--- src/hdl/lfutc_pkg.sv ---
// ----------------------------------------------------------------------------
// LFU tag cache package
// Widths, register indexes, reset values and the register bundle shared by
// the tag cache policy modules.
// ----------------------------------------------------------------------------
package lfutc_pkg;

	// Use counter and configuration widths
	localparam int CNT_W      = 15;
	localparam int CFG_IDX_W  = 2;
	localparam int KEY_IN_W   = 16;
	localparam int SLOT_OUT_W = 8;

	// Configuration register indexes
	localparam logic [CFG_IDX_W-1:0] REG_COUNT_LIMIT   = 2'd0;
	localparam logic [CFG_IDX_W-1:0] REG_COUNT_RESTART = 2'd1;

	// Register reset values
	localparam logic [CNT_W-1:0] LIMIT_RESET   = 15'd30000;
	localparam logic [CNT_W-1:0] RESTART_RESET = 15'd10000;

	// Register values as seen by the scan sequencer
	typedef struct packed {
		logic [CNT_W-1:0] count_limit;
		logic [CNT_W-1:0] count_restart;
	} cfg_regs_t;

endpackage

--- src/hdl/lfutc_if.sv ---
// ----------------------------------------------------------------------------
// LFU tag cache channel interfaces
// Valid/ready channels for requests, responses and register writes.
// ----------------------------------------------------------------------------

// Request channel: one lookup item
interface lfutc_req_if import lfutc_pkg::*; ();
	logic                valid;
	logic                ready;
	logic                mode;
	logic                key_present;
	logic [KEY_IN_W-1:0] key;

	modport source (output valid, mode, key_present, key, input ready);
	modport sink   (input valid, mode, key_present, key, output ready);
endinterface

// Response channel: one result item per request
interface lfutc_rsp_if import lfutc_pkg::*; ();
	logic                  valid;
	logic                  ready;
	logic                  hit;
	logic                  filled;
	logic [SLOT_OUT_W-1:0] slot;

	modport source (output valid, hit, filled, slot, input ready);
	modport sink   (input valid, hit, filled, slot, output ready);
endinterface

// Register write channel
interface lfutc_cfg_if import lfutc_pkg::*; ();
	logic                 valid;
	logic                 ready;
	logic [CFG_IDX_W-1:0] index;
	logic [CNT_W-1:0]     data;

	modport source (output valid, index, data, input ready);
	modport sink   (input valid, index, data, output ready);
endinterface

--- src/hdl/lfutc_cfg.sv ---
// ----------------------------------------------------------------------------
// LFU tag cache configuration registers
// Decodes register writes into the count limit and restart value.
// ----------------------------------------------------------------------------
module lfutc_cfg import lfutc_pkg::*; (
	input  logic        clk,
	input  logic        arst_n,
	lfutc_cfg_if.sink   cfg,
	output cfg_regs_t   regs
);

	cfg_regs_t regs_q;

	// Writes are always taken
	assign cfg.ready = 1'b1;

	// Register file; unknown indexes are dropped
	always_ff @(posedge clk or negedge arst_n) begin
		if (!arst_n) begin
			regs_q.count_limit   <= LIMIT_RESET;
			regs_q.count_restart <= RESTART_RESET;
		end else if (cfg.valid) begin
			case (cfg.index)
				REG_COUNT_LIMIT:   regs_q.count_limit   <= cfg.data;
				REG_COUNT_RESTART: regs_q.count_restart <= cfg.data;
				default: ;
			endcase
		end
	end

	assign regs = regs_q;

endmodule

--- src/hdl/lfu_tag_cache_policy_top.sv ---
// ----------------------------------------------------------------------------
// LFU tag cache policy
// Fully associative tag cache with per-slot use counters and least
// frequently used replacement, scanned one slot per cycle.
// ----------------------------------------------------------------------------
//  channel | dir | payload                        | accepted when
//  --------+-----+--------------------------------+----------------------
//  req     | in  | mode, key_present, key         | req.valid & req.ready
//  rsp     | out | hit, filled, slot              | rsp.valid & rsp.ready
//  cfg     | in  | index, data                    | cfg.valid & cfg.ready
//
//  A keyed miss runs from accept to next accept through the idle state, one
//  memory read per slot, the registered read data and the result load. A hit
//  ends the scan at its slot; a null request goes from the idle state straight
//  to the result load. req.ready is low while a scan runs; a result waiting in
//  the output register holds the sequencer only once the next result is due.
//  Reset clears the valid bits at once, so no clearing pass is needed.
// ----------------------------------------------------------------------------
module lfu_tag_cache_policy_top import lfutc_pkg::*; #(
	parameter int SLOTS    = 50,
	parameter int KEY_BITS = 16
) (
	input  logic        clk,
	input  logic        arst_n,
	lfutc_req_if.sink   req,
	lfutc_rsp_if.source rsp,
	lfutc_cfg_if.sink   cfg
);

	localparam int IW    = $clog2(SLOTS);
	localparam int MEM_W = KEY_BITS + CNT_W;

	typedef enum logic [1:0] {ST_IDLE, ST_SCAN, ST_RESULT} state_t;

	cfg_regs_t regs;

	state_t              state_q;
	logic [IW-1:0]       rd_idx_q;
	logic                rd_busy_q;
	logic                cmp_vld_q;
	logic [IW-1:0]       cmp_idx_q;
	logic [MEM_W-1:0]    mem_rdata_q;
	logic [SLOTS-1:0]    valid_q;
	logic [CNT_W-1:0]    run_min_q;
	logic [IW-1:0]       victim_q;
	logic                have_victim_q;
	logic                mode_q;
	logic [KEY_BITS-1:0] key_q;
	logic                res_hit_q;
	logic                res_fill_q;
	logic [IW-1:0]       res_slot_q;
	logic                out_vld_q;
	logic                out_hit_q;
	logic                out_fill_q;
	logic [IW-1:0]       out_slot_q;

	logic [MEM_W-1:0]    mem [SLOTS];

	logic                cur_valid;
	logic [KEY_BITS-1:0] cur_key;
	logic [CNT_W-1:0]    cur_cnt;
	logic [CNT_W:0]      cnt_inc;
	logic [CNT_W-1:0]    hit_cnt;
	logic                is_hit;
	logic                is_lower;
	logic                is_last;
	logic [CNT_W-1:0]    min_nxt;
	logic [IW-1:0]       victim_nxt;
	logic                have_nxt;
	logic                fill_go;
	logic                mem_we;
	logic [IW-1:0]       mem_waddr;
	logic [MEM_W-1:0]    mem_wdata;
	logic [31:0]         key_ext;

	// Register file
	lfutc_cfg u_cfg (
		.clk    (clk),
		.arst_n (arst_n),
		.cfg    (cfg),
		.regs   (regs)
	);

	assign key_ext = {16'b0, req.key};

	// Slot under compare; an invalid slot counts as zero
	assign cur_valid = valid_q[cmp_idx_q];
	assign cur_key   = mem_rdata_q[CNT_W +: KEY_BITS];
	assign cur_cnt   = cur_valid ? mem_rdata_q[CNT_W-1:0] : '0;
	assign is_hit    = cmp_vld_q && cur_valid && (cur_key == key_q);
	assign is_last   = (cmp_idx_q == IW'(SLOTS - 1));

	// Hit counter update, pulled back at the limit
	assign cnt_inc = {1'b0, cur_cnt} + (CNT_W+1)'(1);
	assign hit_cnt = (cnt_inc >= {1'b0, regs.count_limit}) ?
		regs.count_restart : cnt_inc[CNT_W-1:0];

	// Running minimum; lowest index wins ties
	assign is_lower   = cmp_vld_q && (cur_cnt < run_min_q);
	assign min_nxt    = is_lower ? cur_cnt : run_min_q;
	assign victim_nxt = is_lower ? cmp_idx_q : victim_q;
	assign have_nxt   = is_lower || have_victim_q;

	assign fill_go = cmp_vld_q && !is_hit && is_last && !mode_q && have_nxt;

	// Single memory write port: hit count update or victim fill
	assign mem_we    = (state_q == ST_SCAN) && (is_hit || fill_go);
	assign mem_waddr = is_hit ? cmp_idx_q : victim_nxt;
	assign mem_wdata = is_hit ? {cur_key, hit_cnt} : {key_q, CNT_W'(1)};

	// Key and count memory
	always_ff @(posedge clk) begin
		if (mem_we) begin
			mem[mem_waddr] <= mem_wdata;
		end
		mem_rdata_q <= mem[rd_idx_q];
	end

	// Scan sequencer and result registers
	always_ff @(posedge clk or negedge arst_n) begin
		if (!arst_n) begin
			state_q       <= ST_IDLE;
			rd_idx_q      <= '0;
			rd_busy_q     <= 1'b0;
			cmp_vld_q     <= 1'b0;
			cmp_idx_q     <= '0;
			valid_q       <= '0;
			run_min_q     <= '0;
			victim_q      <= '0;
			have_victim_q <= 1'b0;
			mode_q        <= 1'b0;
			key_q         <= '0;
			res_hit_q     <= 1'b0;
			res_fill_q    <= 1'b0;
			res_slot_q    <= '0;
			out_vld_q     <= 1'b0;
			out_hit_q     <= 1'b0;
			out_fill_q    <= 1'b0;
			out_slot_q    <= '0;
		end else begin
			if (out_vld_q && rsp.ready) begin
				out_vld_q <= 1'b0;
			end

			case (state_q)
				ST_IDLE: begin
					if (req.valid) begin
						mode_q        <= req.mode;
						key_q         <= key_ext[KEY_BITS-1:0];
						run_min_q     <= regs.count_limit;
						have_victim_q <= 1'b0;
						victim_q      <= '0;
						rd_idx_q      <= '0;
						cmp_vld_q     <= 1'b0;
						res_hit_q     <= 1'b0;
						res_fill_q    <= 1'b0;
						res_slot_q    <= '0;
						if (req.key_present) begin
							rd_busy_q <= 1'b1;
							state_q   <= ST_SCAN;
						end else begin
							state_q   <= ST_RESULT;
						end
					end
				end

				ST_SCAN: begin
					// Read side: one slot per cycle
					cmp_vld_q <= rd_busy_q;
					cmp_idx_q <= rd_idx_q;
					if (rd_busy_q) begin
						if (rd_idx_q == IW'(SLOTS - 1)) begin
							rd_busy_q <= 1'b0;
						end else begin
							rd_idx_q <= rd_idx_q + IW'(1);
						end
					end
					// Compare side
					run_min_q     <= min_nxt;
					victim_q      <= victim_nxt;
					have_victim_q <= have_nxt;
					if (is_hit) begin
						res_hit_q  <= 1'b1;
						res_slot_q <= cmp_idx_q;
						rd_busy_q  <= 1'b0;
						cmp_vld_q  <= 1'b0;
						state_q    <= ST_RESULT;
					end else if (cmp_vld_q && is_last) begin
						if (fill_go) begin
							res_fill_q          <= 1'b1;
							res_slot_q          <= victim_nxt;
							valid_q[victim_nxt] <= 1'b1;
						end
						cmp_vld_q <= 1'b0;
						state_q   <= ST_RESULT;
					end
				end

				ST_RESULT: begin
					if (!out_vld_q || rsp.ready) begin
						out_vld_q  <= 1'b1;
						out_hit_q  <= res_hit_q;
						out_fill_q <= res_fill_q;
						out_slot_q <= res_slot_q;
						state_q    <= ST_IDLE;
					end
				end

				default: state_q <= ST_IDLE;
			endcase
		end
	end

	assign req.ready  = (state_q == ST_IDLE);
	assign rsp.valid  = out_vld_q;
	assign rsp.hit    = out_hit_q;
	assign rsp.filled = out_fill_q;
	assign rsp.slot   = SLOT_OUT_W'(out_slot_q);

endmodule

--- src/flat_wrapper.sv ---
// flat-port wrapper written by rule: the top's interface ports become plain ports
module lfu_tag_cache_policy_top_flat import lfutc_pkg::*;
#(
	parameter int SLOTS    = 50,
	parameter int KEY_BITS = 16
)
  (clk, arst_n, req_valid, req_mode, req_key_present, req_key, req_ready, rsp_valid, rsp_hit, rsp_filled, rsp_slot, rsp_ready, cfg_valid, cfg_index, cfg_data, cfg_ready);
  lfutc_req_if req_i ();
  lfutc_rsp_if rsp_i ();
  lfutc_cfg_if cfg_i ();
  input  logic clk;
  input  logic arst_n;
  input wire logic [$bits(req_i.valid)-1:0] req_valid;
  input wire logic [$bits(req_i.mode)-1:0] req_mode;
  input wire logic [$bits(req_i.key_present)-1:0] req_key_present;
  input wire logic [$bits(req_i.key)-1:0] req_key;
  output wire logic [$bits(req_i.ready)-1:0] req_ready;
  output wire logic [$bits(rsp_i.valid)-1:0] rsp_valid;
  output wire logic [$bits(rsp_i.hit)-1:0] rsp_hit;
  output wire logic [$bits(rsp_i.filled)-1:0] rsp_filled;
  output wire logic [$bits(rsp_i.slot)-1:0] rsp_slot;
  input wire logic [$bits(rsp_i.ready)-1:0] rsp_ready;
  input wire logic [$bits(cfg_i.valid)-1:0] cfg_valid;
  input wire logic [$bits(cfg_i.index)-1:0] cfg_index;
  input wire logic [$bits(cfg_i.data)-1:0] cfg_data;
  output wire logic [$bits(cfg_i.ready)-1:0] cfg_ready;
  assign req_i.valid = req_valid;
  assign req_i.mode = req_mode;
  assign req_i.key_present = req_key_present;
  assign req_i.key = req_key;
  assign req_ready = req_i.ready;
  assign rsp_valid = rsp_i.valid;
  assign rsp_hit = rsp_i.hit;
  assign rsp_filled = rsp_i.filled;
  assign rsp_slot = rsp_i.slot;
  assign rsp_i.ready = rsp_ready;
  assign cfg_i.valid = cfg_valid;
  assign cfg_i.index = cfg_index;
  assign cfg_i.data = cfg_data;
  assign cfg_ready = cfg_i.ready;
  lfu_tag_cache_policy_top #(.SLOTS(SLOTS), .KEY_BITS(KEY_BITS)) u_core (.clk(clk), .arst_n(arst_n), .req(req_i), .rsp(rsp_i), .cfg(cfg_i));
endmodule
--- config.mk ---
export PLATFORM = sky130hd
export DESIGN_NAME = lfu_tag_cache_policy_top_flat
export DESIGN_NICKNAME = d
export VERILOG_FILES = /design/src/hdl/lfutc_pkg.sv /design/src/hdl/lfutc_if.sv /design/src/hdl/lfutc_cfg.sv /design/src/hdl/lfu_tag_cache_policy_top.sv /design/src/flat_wrapper.sv
export SDC_FILE = /design/constraint.sdc
export NUM_CORES = 2
export LEC_CHECK = 0
export BUFFER_PORTS_ARGS = -buffer_cell sky130_fd_sc_hd__buf_2
export CORE_UTILIZATION = 60
export CTS_CLUSTER_SIZE = 40
export DETAILED_ROUTE_END_ITERATION = 10
export GPL_TIMING_DRIVEN = 0
export PLACE_DENSITY = 0.79
export SYNTH_ARGS = -nofsm -noshare
export SYNTH_HDL_FRONTEND = slang
export SYNTH_HIERARCHICAL = 1
export SYNTH_SLANG_ARGS = --single-unit
--- constraint.sdc ---
create_clock -name clk -period 21.7 [get_ports clk]
set_input_delay 4.34 -clock clk [delete_from_list [all_inputs] [get_ports clk]]
set_output_delay 4.34 -clock clk [all_outputs]
set_load 0.02 [all_outputs]
# == Yosys cells after proc, flatten, opt, wreduce, memory -nomap -nowiden ==
# Memories as Yosys holds them, arrays and structs flattened. A register that Yosys moved wholly into a read port is not among the register bits.
# Index checks and enable logic that the tools add are counted.
# totals
in_bits,40
n_memories,1
regBits,152
output_inout_bits,13
mem_bits_rw,1550
elab_cells,130
# memory_table
memory,words,width,rd,rd_ports_with_merged_regs,wr,line_no,rtl
u_core.mem,50,31,1,1,1,lfu_tag_cache_policy_top.sv:57,logic [MEM_W-1:0] mem [SLOTS];
# op_classes
n_reduce_logical,33
mux,49
eq_ne,18
addsub,2
bitwise_logic,2
n_lt_le_gt_ge,5
# ops
op,n
$mux 15,4
$or 50x50->50,1
$mux 6,8
$pmux 6 s2,3
$mux 31,1
$pmux 15 s2,1
$mux 1,19
$add 15x1->16 const B,1
$eq 16x16->1,1
$ge 16x15->1,1
$lt 15x15->1,1
$lt 6x7->1 const B,2
$eq 6x6->1 const B,2
$reduce_and 3->1,4
$reduce_and 4->1,3
$logic_and 1x1->1,11
$mux 2,5
$ne 2x1->1 const B,5
$ne 2x2->1 const B,5
$pmux 1 s2,5
$reduce_and 2->1,5
$add 6x1->6 const B,1
$bmux 1 s6,1
$demux 1 s6,1
other kinds (12),18

# == Logic depth before layout (Yosys ltp) ==
# logic_depth
word_depth,13
ltp_mapped,24
mapped_depth_nobuf,20

# == Modules after synthesis ==
# Netlist, hierarchy kept.
# modules_own_cells
module,area_per_inst_um2,seq_area_each_um2,cells_per_inst,instances
lfu_tag_cache_policy_top,67253.3,50218.2,3161,1
lfutc_cfg,1169.9,765.7,66,1

# == Worst setup path before layout ==
# Ideal clock, no wire load.
# synth_timing
kind,reg-to-reg
startpoint,register u_core.cmp_idx_q[3]
endpoint,"memory u_core/mem[0][2] (netlist name), data pin"
arrival_ns,6.628
t_required_ns,21.090
period_less_slack_ns,7.239
stages_incl_launch_ff,24
setup_ns,0.610
path_buffers,3
setup_slack_ns,14.461
path_cell_list,dfrtp_1 > clkbuf_1 > or3b_1 > o221a_1 > a31oi_1 > nand2_1 > nand2_1 > clkbuf_1 > and2_1 > ha_1 > nand3_1 > or2_2 > nor2_1 > xnor2_1 > nor2_1 > ha_1 > a2111oi_0 > o21ai_0 > nor2_1 > o211ai_1 > a22oi_2 > buf_6 > nor2_1 > a211oi_1
# synth_via
elab_chain_cells,7
word_cells_on_any_way,9
cone_classes,add/sub: 1; order compare: 1; mux: 5; reduce/logical: 2
# synth_rtl
item,line_no,rtl
start: declaration,lfu_tag_cache_policy_top.sv:41,logic [IW-1:0] cmp_idx_q;
start signal: assignment,lfu_tag_cache_policy_top.sv:170,cmp_idx_q <= rd_idx_q;
$bmux 1 s6 (*),lfu_tag_cache_policy_top.sv:87,assign cur_valid = valid_q[cmp_idx_q];
$mux 1 (not written as such) (*),lfu_tag_cache_policy_top.sv:87,
$mux 15,lfu_tag_cache_policy_top.sv:89,assign cur_cnt = cur_valid ? mem_rdata_q[CNT_W-1:0] : '0;
$add 15x1->16,lfu_tag_cache_policy_top.sv:94,"assign cnt_inc = {1'b0, cur_cnt} + (CNT_W+1)'(1);"
$ge 16x15->1,lfu_tag_cache_policy_top.sv:95,"assign hit_cnt = (cnt_inc >= {1'b0, regs.count_limit}) ?"
$mux 15,lfu_tag_cache_policy_top.sv:95,
$mux 31 (*),lfu_tag_cache_policy_top.sv:109,"assign mem_wdata = is_hit ? {cur_key, hit_cnt} : {key_q, CNT_W'(1)};"
named net u_core.mem_wdata[2],lfu_tag_cache_policy_top.sv:73,logic [MEM_W-1:0] mem_wdata;
end: declaration,lfu_tag_cache_policy_top.sv:57,
# The timed path passes the listed nets; every way through them passes the cells marked *. The select of a mux whose other input is x is not followed.

# == Worst setup path in the final report ==
# layout_timing
startpoint,register u_core.cmp_idx_q[3]
endpoint,"memory u_core/mem[12][0] (netlist name), data pin"
# The elaborated chain is that of the path after synthesis.

==> summary.md <==
| Metric | Value |
|---|---|
| Outcome | complete, but fails checks |
| Failing checks | capacitance limit, slew limit |
| Area contributors post-synth | edfxtp_1 68%, mux4_2 16%, dfrtp_1 5.1% |
| Root buffer cell | clkbuf_16 |
| Post-route ant nets | 0 |
| Post-Place Setup Slack | 14.60 ns |
| Placed cells | approximately 5000 |
| Crit Path Category | reg2reg |
| Maximum root-to-sink buffer count | 3 |
| Layout area overhead | 15.4% |
| Nets@finish | 3718 |
| Remaining DRCs | 0 |
| Cts repair resizes | 0 |
| Post-DP HPWL | between 100 and 150 mm |
| Post-synth EDFFs | around 1600 |
| Synth Flop Type | edfxtp_1 |
| Post-CTS setup buffer count | 0 |
| Tot GR Track Use | ~34% |
| Switching share of power | between 20 and 30% |
| Warnings, synthesis | 6 |
| TritonCTS buffer count | approximately 170 |
| Worst Path Required | roughly 22 ns |
| Die area | approximately 0.12 sq mm |
| Routed WL | 194 mm |
| Sequential Power Share | ~45% |
| RSZ-0062 raised after global routing | false |
| Via density | 7.06 |
| Layout Skew | roughly 0.032 ns |
| Int Pwr | 6290 uW |
| Logic gate share of total power | between 20 and 25% |
| Final number of hold-violating endpoints | 0 |
| Static leakage | roughly 0.024 uW |
| CTS Hold Bufs | 0 |
| Core area | 0.113 sq mm |
| Post-Synthesis Cells | about 3200 |
| Sequential-to-total area share from yosys stat | between 70% and 80% |
| Worst Path Arrival | roughly 7.5 ns |
| Worst slew pin tran | about 1.5 ns |
| Die width | around 340 um |
| Vias in the first global route | ~38000 |
| Starting DRT DRC Count | between 6000 and 7000 |
| Vias | roughly 37000 |
| H-tree depth | 4 |
| Global-route wire length before repair | roughly 280 mm |
| Part of the cycle the worst path needs | around a third |
| Clock power share | 33.7% |
| Clock transition at path regs | about 0.060 ns |
| Port Buffer Count | 49 |
| Min Tclk post-route | around 7.4 ns |
| Avg Inst Size Synth | roughly 21 sq um |
| Setup crit end kind | register |
| Max-cap violations | 1 |
| WHS | between 0.4 and 0.5 ns |
| Slew Limit Headroom | -2.39% |
| Initial antenna violation count | 4 |
| Worst IR Drop VDD | ~77 uV |
| TritonRoute pass-1 iters | 9 |
| Fin. max-slew vios | 12 |
| Worst-Skew Late Latency | between 0.7 and 0.8 ns |
| Wire per inst | about 37 um |
| Number of synthesized register bits | ~1700 |
| P_sw | 2610 uW |
| F_max | between 0.1 and 0.15 GHz |
| CTS sink cnt | between 1500 and 2000 |
| Synth unique cells | 80 |
| Cell area after synthesis | 0.0684 sq mm |
| Critical path peak fanout | 50 |
| Ports | 53 |
| Final WS setup | about 14 ns |
| Num rows | 123 |
| PD cells | ~110 mW/mm^2 |
| Final setup TNS | 0 ns |
| Hold Path Class | reg2reg |
| Final Setup Violations | 0 |
| Startpoint Class | register |
| Yosys top cell by area | edfxtp_1 |
| Largest net degree at the start of global routing | between 80 and 90 |
| Layout cells sized above 1 | 32.5% |
| Yosys top cell area share | between 60% and 70% |
| Initial Util | 60.7% |
| CTS tree | yes |
| Final Non-Filler Cells | approximately 5300 |
| FFs w/ async S/R, synth | under 10% |
| Routability cong. | just over 0.9 |
| GRT Residual Overflow | 0 |
| Die height | about 340 um |
==> logic make-up (layout without fill, tap and decap cells) <==
kind of cell / after synthesis / in the layout / share of synthesized area (%)
adder cells (fa/ha/maj): 32 / 32 / 0.585
AND/OR/NAND/NOR: 412 / 412 / 2.96
other: 2 / 5 / 0.0110
XOR/XNOR: 32 / 32 / 0.410
flip-flops: 1733 / 1733 / 74.5
AO/OA/AOI/OAI: 157 / 157 / 1.65
buffers and inverters: 233 / 795 / 1.45
multiplexers: 626 / 626 / 18.4
==> layer usage <==
| layer | part of all wire, % | up-vias | GRT usage [%] | wire length (um) |
|---|---|---|---|---|
| met3 | 13 | 667 | 7.93 | 24900 |
| met4 | 6.7 | 6 | 19.9 | 13100 |
| met1 | 33 | 19200 | 44.7 | 63700 |
| met2 | 48 | 3305 | 53.9 | 92300 |
| li1 | - | 14100 | - | - |
| met5 | 0.021 | - | 0 | 40 |
==> final timing paths <==
kind	startpoint	to	slack, ns	cells after the start
setup / recovery	u_core/cmp_idx_q[3]	u_core/mem[12][0]	14.33	22
hold / removal	u_core/valid_q[47]	u_core/valid_q[47]	0.45	1
setup reg to reg	u_core/cmp_idx_q[3]	u_core/mem[12][0]	14.33	22
hold reg to reg	u_core/valid_q[47]	u_core/valid_q[47]	0.45	1
max in group asynchronous	arst_n	u_core/u_cfg/regs[25]	17.18	2
min in group asynchronous	arst_n	u_core/out_slot_q[4]	3.58	1
==> synth_stat cells (20+ instances only) <==
| master | n |
|---|---|
| ha_1 | 32 |
| mux2_2 | 72 |
| a21o_1 | 49 |
| dfxtp_1 | 31 |
| buf_2 | 27 |
| mux2i_1 | 50 |
| inv_1 | 41 |
| edfxtp_1 | 1550 |
| clkbuf_1 | 111 |
| dfrtp_1 | 140 |
| mux4_2 | 494 |
| o21ai_0 | 26 |
| and2_1 | 20 |
| xnor2_1 | 24 |
| nor2_1 | 90 |
| nand3_1 | 30 |
| nor3_1 | 57 |
| nand2_1 | 139 |
| buf_1 | 42 |
==> final cells by class <==
class	count	area, sq um
Inverter	41	154
Clock buffer	212	4480
Clock inverter	102	1090
Timing Repair Buffer	248	2650
Sequential cell	1733	51000
Antenna cell	2	5.00
Fill cell	6205	33900
Buffer	192	862
Multi-Input combinational cell	1262	16800
Tap cell	1500	1880
==> worst max-delay path, cell delays in order (launching register included) <==
cell       delay (ns)
dfrtp_1          0.37
clkbuf_1         0.20
or3b_1           0.47
o221a_1          0.28
a31oi_1          0.28
nand2_1          0.15
nand2_1          0.23
clkbuf_1         0.40
and2_1           0.29
ha_1             0.26
nand3_1          0.12
or2_2            0.37
nor3_1           0.24
xnor2_1          0.14
nor2_1           0.08
ha_1             0.21
a2111oi_0        0.27
o21ai_0          0.18
nor2_1           0.18
o211ai_1         0.15
a22oi_2          0.51
mux2i_1          0.41
nand3_2          0.90
==> registers in the layout (all words and copies together), names as in the netlist <==
signal / count
u_core/cmp_vld_q: 1
u_core/res_slot_q: 6
u_core/rsp.valid: 1
u_core/rsp.hit: 1
u_core/rd_busy_q: 1
u_core/rd_idx_q: 6
u_core/valid_q: 50
u_core/mem_rdata_q: 31
u_core/res_hit_q: 1
u_core/res_fill_q: 1
u_core/run_min_q: 15
u_core/mode_q: 1
u_core/victim_q: 6
u_core/rsp.filled: 1
u_core/key_q: 16
u_core/u_cfg/regs: 30
u_core/out_slot_q: 6
u_core/have_victim_q: 1
u_core/state_q: 2
u_core/cmp_idx_q: 6
u_core/mem: 1550
==> power groups by stage <==
stage               clock network [uW]  logic [uW]  registers [uW]
finish                            2990        1920            3980
global route                      3120        1990            3980
CTS                               3000        1890            3970
detailed placement                   0        1830            4040
global placement                     0        1750            4050
floorplan                            0        1200            4020
==> placed cells by master (no fill, tap or decap), types with 29 or more instances in the layout <==
cell,count
buf_2,75
mux4_2,494
nand2_1,139
dfxtp_1,31
nand3_1,29
clkinv_2,29
buf_6,162
mux2_2,72
a21o_1,49
clkbuf_16,172
clkbuf_1,131
buf_1,40
nor3_2,44
inv_1,41
edfxtp_1,1550
ha_1,32
dfrtp_1,140
mux2i_1,49
nor2_1,78
==> metrics by stage <==
step	total power, uW	instance area [sq um]	utilization (%)
floorplan	5210	68400	-
global placement	5800	70500	62.5
detailed placement	5870	73300	65.0
CTS	8870	78900	69.9
global route	9090	78900	70.0
finish	8890	78900	70.0
No activity file was read; power rests on OpenSTA's default activity.
